[config.mk]
export PLATFORM = sky130hd
export DESIGN_NAME = sla_ctrl
export DESIGN_NICKNAME = d
export VERILOG_FILES = /design/src/rtl/sla_pkg.sv /design/src/rtl/sla_ctrl.sv
export SDC_FILE = /design/constraint.sdc
export NUM_CORES = 1
export LEC_CHECK = 0
export ABC_AREA = 1
export BUFFER_PORTS_ARGS = -buffer_cell sky130_fd_sc_hd__buf_2
export CORE_AREA = 3 3 40 42
export CTS_BUF_LIST = sky130_fd_sc_hd__clkbuf_2 sky130_fd_sc_hd__clkbuf_4 sky130_fd_sc_hd__clkbuf_8
export DETAILED_ROUTE_END_ITERATION = 16
export DIE_AREA = 0 0 43 45
export SYNTH_ARGS = -nofsm -noshare
export SYNTH_HDL_FRONTEND = slang
export SYNTH_SLANG_ARGS = --single-unit
export TNS_END_PERCENT = 1
[constraint.sdc]
create_clock -name clock -period 1.2 [get_ports clock]
set_input_delay 0.18 -clock clock [delete_from_list [all_inputs] [get_ports clock]]
set_output_delay 0.18 -clock clock [all_outputs]
set_load 0.05 [all_outputs]
[src/rtl/sla_pkg.sv]
// Shared types and constants of the slot allocator.
`default_nettype none
package sla_pkg;

   localparam int POOL_SLOTS_DEF = 240;
   localparam int SLOT_W = 8;
   localparam int KEY_W = 16;
   localparam int TAG_W = 32;

   localparam logic [SLOT_W-1:0] NO_SLOT = 8'hFF;
   localparam logic [KEY_W-1:0] KEY_CLEAR = 16'hFFFF;
   localparam logic [TAG_W-1:0] TAG_CLEAR = 32'h0000_0000;

   localparam logic ACT_ALLOC = 1'b0;
   localparam logic ACT_RELEASE = 1'b1;

   localparam logic [1:0] STEP_LINK = 2'd0;
   localparam logic [1:0] STEP_MID = 2'd1;
   localparam logic [1:0] STEP_LAST = 2'd2;

   typedef struct packed {
      logic clear;
      logic accept;
      logic wr_en;
      logic [1:0] step;
      logic rsp_load;
   } sla_cmd_type;

   typedef struct packed {
      logic clear_last;
      logic noop;
      logic rsp_free;
   } sla_sts_type;

endpackage
`default_nettype wire

[src/rtl/sla_ctrl.sv]
// Controller: sequences the accept, link read and three table updates of each item.
`default_nettype none
module sla_ctrl (
   input  wire logic                 clock,
   input  wire logic                 reset,
   input  wire logic                 req_valid,
   output logic                      req_ready,
   input  wire sla_pkg::sla_sts_type sts,
   output sla_pkg::sla_cmd_type      cmd
);

   typedef enum logic [5:0] {
      ST_IDLE  = 6'b000001,
      ST_LINK  = 6'b000010,
      ST_UPD2  = 6'b000100,
      ST_UPD3  = 6'b001000,
      ST_RESP  = 6'b010000,
      ST_CLEAR = 6'b100000
   } sla_state_type;

   sla_state_type state_ff, state_in;

   always_comb begin
      state_in = state_ff;
      req_ready = 1'b0;
      cmd = '0;
      cmd.step = sla_pkg::STEP_LINK;
      unique case (state_ff)
         ST_CLEAR: begin
            cmd.clear = 1'b1;
            if (sts.clear_last) begin
               state_in = ST_IDLE;
            end
         end
         ST_IDLE: begin
            req_ready = 1'b1;
            if (req_valid) begin
               cmd.accept = 1'b1;
               state_in = ST_LINK;
            end
         end
         ST_LINK: begin
            cmd.step = sla_pkg::STEP_LINK;
            cmd.wr_en = !sts.noop;
            state_in = sts.noop ? ST_RESP : ST_UPD2;
         end
         ST_UPD2: begin
            cmd.step = sla_pkg::STEP_MID;
            cmd.wr_en = 1'b1;
            state_in = ST_UPD3;
         end
         ST_UPD3: begin
            cmd.step = sla_pkg::STEP_LAST;
            cmd.wr_en = 1'b1;
            cmd.rsp_load = sts.rsp_free;
            state_in = sts.rsp_free ? ST_IDLE : ST_RESP;
         end
         ST_RESP: begin
            cmd.rsp_load = sts.rsp_free;
            if (sts.rsp_free) begin
               state_in = ST_IDLE;
            end
         end
         default: begin
            state_in = ST_CLEAR;
         end
      endcase
   end

   always_ff @(posedge clock) begin
      if (reset) begin
         state_ff <= ST_CLEAR;
      end else begin
         state_ff <= state_in;
      end
   end

`ifndef ASSERT_OFF
   a_accept_to_link: assert property (@(posedge clock) disable iff (reset)
      cmd.accept |=> (state_ff == ST_LINK))
      else $error("accepted item did not start its link read");

   a_noop_no_write: assert property (@(posedge clock) disable iff (reset)
      ((state_ff == ST_LINK) && sts.noop) |-> !cmd.wr_en)
      else $error("table written for an ignored item");

   a_busy_not_ready: assert property (@(posedge clock) disable iff (reset)
      (state_ff != ST_IDLE) |-> !req_ready)
      else $error("item taken while the previous one is in progress");
`endif

endmodule
`default_nettype wire

==> impl_results.md, run 1 <==
- Status: finished, violations left
- Violated checks: negative setup slack
- Remaining DRCs: 0
- Sequential Power Share: 0.293
- Yosys warning total: 0
- Final GP Congestion: around 0.79
- Mapped Cells: 59
- P_int: 0.5125 mW
- Synth Net Count: between 60 and 70
- Largest Register: state_ff
- Max-slew violation count: 0
- Netlist cell types: 18
- Final hold vios: 0
- Drt pass-1 iters: 4
- First-pass GRT wire length: 1966 µm
- Clock sinks: 6
- Dpl cells: 97
- Diodes inserted: 0
- IO buf count: 12
- Finished Layout Cells: about 110
- Max-cap violation count: 0
- Skew final: around 3.4 ps
- Flops & latches, synth: 6
- Sw Ratio: 0.3667
- Worst setup margin: -296.8 ps
- Worst R2R Setup Slack: -120 ps
- Layout cells sized above 1: 0.6458
- Die span in x: 43 µm
- CP max FO: 3
- Post-route antenna net violation count: 0
- Area growth syn-to-layout: 92.16%
- Final core occ: 0.5969
- Commonest cells after routing, fill and taps aside: buf_4, inv_1
- Clock buffer depth: 2
- Total wire length: 1161 µm
- Power per cell area: roughly 1100 nW/µm²
- FMAX: 668.1 MHz
- Reg clk slew, reported paths: 50 ps
- Mapped Area: 399.1 µm²
- Psw: between 0.2 and 0.3 mW
- Critical path required time: between 1000 and 1500 ps
- Slew headroom: 0.8612
- Regs by FF count: state_ff (6)
- Die area: 1935 µm²
- Routed WL per cell: approximately 10 µm
- DPL Wire Length: 832.9 µm
- Grt total ovfl: 0
- Most common cell after layout, fill and taps aside: buf_4
- Seq/Total Area, Yosys: 0.3009
- Combinational Power Share: 0.472
- Slew of the pin with the lowest slew margin: 207.5 ps
- Initial antenna violation count: 0
- IO Pins: 13
- GR Util All Layers: 0.1398
- CTS Hold Bufs: 0
- CTS tree: built
- H-tree Lvls: 1
- Die Y: 45 µm
- Final setup fails: 9
- Core area: 1285 µm²
- Root Buffer: clkbuf_4
- Setup CP Type: reg -> out
- Final Net Count: 104
- Setup slack at placement: -144.8 ps
- Tmin final: roughly 1500 ps
- Starting Density: 0.3106
- Clock power share: 0.235
- Setup crit start kind: flip-flop
- Via count: 485
- Largest net degree at the start of global routing: 6
- Max reg flops: 6
- Vias in the first global route: around 500
- Critical Path Sink Type: primary output
- Crit share post-route: 1.247
- RSZ-0062 raised after global routing: yes
- CP arrival: 1320 ps
- Row count: 13
- VDD IR max: 0.0004854 V
- Latest clock arrival within the worst-skew pair: 240 ps
- Synthesized area per cell: 6.765 µm²
- HP Class: in -> reg
- P_leak: 0.4079 nW
- Pwr Total: between 0.8 and 0.9 mW
- Via density: 4.369
- Num CTS Buffers: 3
- Initial DRC Count: 5
[final cells by class]
| type | count | area, µm² |
|---|---|---|
| fillers | 126 | 518.0 |
| repair buffers | 34 | 284.0 |
| multi-input cells | 39 | 260.3 |
| clock buffers | 3 | 22.52 |
| well taps | 15 | 18.77 |
| flip-flops and latches | 6 | 126.4 |
| inverters | 14 | 55.05 |
[final timing paths]
check | startpoint | end | depth (start not counted)
setup / recovery | state_ff[0] | cmd[3] | 5
hold / removal | reset | state_ff[2] | 2
setup reg to reg | state_ff[1] | state_ff[5] | 7
hold reg to reg | state_ff[2] | state_ff[3] | 3
[power groups by stage]
stage	Combinational, mW	Clock (mW)	Sequential (mW)
3_3_place_gp	0.279	0	0.237
6_report	0.382	0.190	0.237
3_5_place_dp	0.282	0	0.237
5_1_grt	0.413	0.218	0.238
2_1_floorplan	0.185	0	0.239
4_1_cts	0.356	0.194	0.237
[worst max-delay path, cell delays in order (launching register included)]
cell and delay (ps):
dfxtp_2 340, nor2_2 150, nand3_2 100, or2_1 240, nand3_2 100, buf_8 150
[stage by stage]
| step | hold slack (ps) | setup TNS (ps) | cell area, µm² |
|---|---|---|---|
| floorplan | 246.9 | -146.6 | 414.1 |
| global placement | 422.0 | -522.4 | 575.6 |
| detailed placement | 426.1 | -651.3 | 575.6 |
| CTS | 174.2 | -1802 | 719.4 |
| global route | 180.3 | -2787 | 767.0 |
| finish | 180.1 | -1858 | 767.0 |
[timing repair]
| action | CTS | global route |
|---|---|---|
| resized for setup | 21 | 7 |
| pin swaps | 9 | 5 |
| hold endpoints to repair | 0 | 0 |
| buffers inserted | 8 | 3 |
| endpoints found under the setup margin | 8 | 13 |
[synth_stat cells (all sizes together)]
cell	n	area, µm²
inv	13	48.80
clkinv	1	5.000
dfxtp	6	120.1
nand3	8	45.04
nor2	13	81.32
and2	1	8.760
o211ai	1	7.510
o21ai	2	10.01
a21oi	1	5.000
nor3	1	5.000
nand2	6	25.03
nand4	5	31.28
or2	1	6.260
[layer usage]
layer	wire, µm	track usage
met1	494	0.1635
met2	616	0.2365
met3	49	0.04781
met4	0	0.05422
met5	0	0
[cells by family after synthesis]
group | count (synthesis) | synth area share
AND/OR/NAND/NOR | 35 | 0.5078
buffers and inverters | 14 | 0.1348
AO/OA/AOI/OAI | 4 | 0.05642
flip-flops | 6 | 0.3010
No activity file was read; power rests on OpenSTA's default activity.
==> run 2: changes to the inputs <==
- CTS_BUF_LIST: sky130_fd_sc_hd__clkbuf_2 sky130_fd_sc_hd__clkbuf_4 sky130_fd_sc_hd__clkbuf_8 -> sky130_fd_sc_hd__clkbuf_16
==> impl_results.md, run 2 (synthesis results as in run 1) <==
- Max-cap violation count: 0 (unchanged)
- Layout cells sized above 1: 0.6495 (+0.003651)
- Skew final: 2.528 ps (-0.8269 ps)
- Post-route antenna net violation count: 0 (unchanged)
- Reg2reg start: state_ff[5]
- Register area: 125.1 µm² (-0.99%)
- IO buf count: 12 (unchanged)
- Reg2Reg Capture Point: state_ff[5]
- Drt pass-1 iters: 4 (unchanged)
- Latest clock arrival within the worst-skew pair: 230 ps (about the same)
- Total wire length: 1296 µm (+12%)
- DPL Wire Length: 832.9 µm (unchanged)
- IO Pins: 13 (unchanged)
- Power per cell area: 1404 nW/µm² (+33%)
- Critical path required time: 1020 ps (about the same)
- Initial antenna violation count: 0 (unchanged)
- Finished Layout Cells: 112 (+0.90%)
- CTS Hold Bufs: 0 (unchanged)
- Commonest cells after routing, fill and taps aside: buf_4, inv_1
- Row count: 13 (unchanged)
- Slew of the pin with the lowest slew margin: 209.8 ps (+2.290 ps)
- Die area: 1935 µm² (unchanged)
- Initial DRC Count: 10 (+5)
- Via density: 4.598 (+5.2%)
- Via count: 515 (+6.2%)
- HP Class: in -> reg
- TNS Setup: -1981 ps (-122.5 ps)
- Violated checks: negative setup slack
- Max-slew violation count: 0 (unchanged)
- Regs by FF count: state_ff (6)
- Setup CP Type: reg -> out
- RSZ-0062 raised after global routing: yes
- Worst Setup EP: cmd[3]
- Die Y: 45 µm (unchanged)
- Diodes inserted: 0 (unchanged)
- Num CTS Buffers: 3 (unchanged)
- Reg clk slew, reported paths: 30 ps (-20 ps)
- VDD IR max: 0.0009083 V (+87%)
- Critical Path Sink Type: primary output
- Worst setup margin: -306.8 ps (-9.973 ps)
- Final Net Count: 105 (+0.96%)
- Setup crit start kind: flip-flop
- Crit-path cells: nor2_4, nand3_2, or2_1, nand3_2, buf_8
- CTS tree: built
- Worst path depth: 5 (unchanged)
- Status: finished, violations left
- Final GP Congestion: 0.7883 (unchanged)
- Clock buffer depth: 2 (unchanged)
- Delay of the slowest cell on the worst path: 320 ps (-20 ps)
- First-pass GRT wire length: 2235 µm (+14%)
- P_leak: 0.4289 nW (+5.2%)
- Routed WL per cell: 11.57 µm (+11%)
- Vias in the first global route: 547 (+13%)
- Remaining DRCs: 0 (unchanged)
- GR Util All Layers: 0.1639 (+0.02413)
- Final hold vios: 0 (unchanged)
- CP arrival: 1330 ps (about the same)
- Clock sinks: 6 (unchanged)
- Setup crit start: state_ff[5]
- Largest net degree at the start of global routing: 6 (unchanged)
- Delay-heaviest family, CP: simple AND/OR/NAND/NOR gates
- CP max FO: 5 (+2)
- Starting Density: 0.3106 (unchanged)
- Final setup fails: 10 (+1)
- Worst R2R Setup Slack: -220 ps (-100 ps)
- Root Buffer: clkbuf_16
- Grt total ovfl: 0 (unchanged)
- Die span in x: 43 µm (unchanged)
- Dpl cells: 97 (unchanged)
- Most common cell after layout, fill and taps aside: buf_4
- FMAX: 663.7 MHz (-0.66%)
- Filler cell count: 111 (-12%)
- Worst reg-to-reg path cell count: 9 (+2)
- Crit share post-route: 1.256 (+0.008311)
- Slew headroom: 0.8597 (-0.001433)
- Slowest CP cell: dfxtp_2
- Tmin final: 1507 ps (+9.973 ps)
- Area of the multi-input gates: 260.3 µm² (unchanged)
- Largest Register: state_ff
- Area growth syn-to-layout: 104.7%
- Most used cell, CP: nand3_2
- Max reg flops: 6 (unchanged)
- H-tree Lvls: 1 (unchanged)
- Core area: 1285 µm² (unchanged)
- Crit path buf inv count: 1 (unchanged)
[run 2: cell count changes in the layout (fill, tap and decap cells not counted), sizes merged]
cell    before  now
buf         34   35
clkinv       0    1
inv         14   13
[run 2: worst min path at each step]
| stage | from | to | slack [ps] | depth (start not counted) |
|---|---|---|---|---|
| finish | reset | state_ff[2] | 200 | 2 |
| global route | reset | state_ff[2] | 210 | 2 |
| CTS | reset | state_ff[2] | 190 | 2 |
| detailed placement | reset | state_ff[2] | 430 | 2 |
| global placement | reset | state_ff[2] | 420 | 2 |
| floorplan | reset | state_ff[2] | 250 | 1 |
[run 2: cell type report]
type | count | area share
clock buffer | 3 | 0.09188
inverter | 14 | 0.06585
multi-input combinational | 39 | 0.3185
sequential | 6 | 0.1531
tap | 15 | 0.02297
timing repair buffer | 35 | 0.3476
[run 2: per-stage QoR]
stage	power (mW)	setup WS, ps	hold WS (ps)	cell area, µm²	utilization
after floorplan	0.4239	-78.77	246.9	414.1	-
after global placement	0.5160	-121.5	422.0	575.6	0.4479
after detailed placement	0.5189	-144.8	426.1	575.6	0.4479
after CTS	1.145	-283.8	191.0	808.3	0.6290
after global routing	1.206	-372.4	207.6	817.0	0.6358
final	1.147	-306.8	197.3	817.0	0.6358
[run 2: timing repair]
| item | in CTS | in global routing |
|---|---|---|
| gates cloned | 0 | 0 |
| resized for setup | 23 | 2 |
| pin swaps | 9 | 1 |
| endpoints found under the setup margin | 8 | 13 |
| buffers inserted | 12 | 0 |
[run 2: power by group]
group / internal [mW] / switching, mW
sequential: 0.220 / 0.0207
clock: 0.427 / 0.110
combinational: 0.170 / 0.199
total: 0.818 / 0.330
[run 2: worst reg2reg max path: cells and delay by family, from the launching register on]
family | cells | cell delay, ps
simple gates | 3 | 330
buf+inv | 5 | 620
flops | 1 | 320
compound gates | 1 | 60
[run 2: per-layer routing]
metal,part of all wire,track usage
met1,0.38,0.1563
met2,0.53,0.3024
met3,0.046,0.05179
met4,0.046,0.1084
met5,0,0
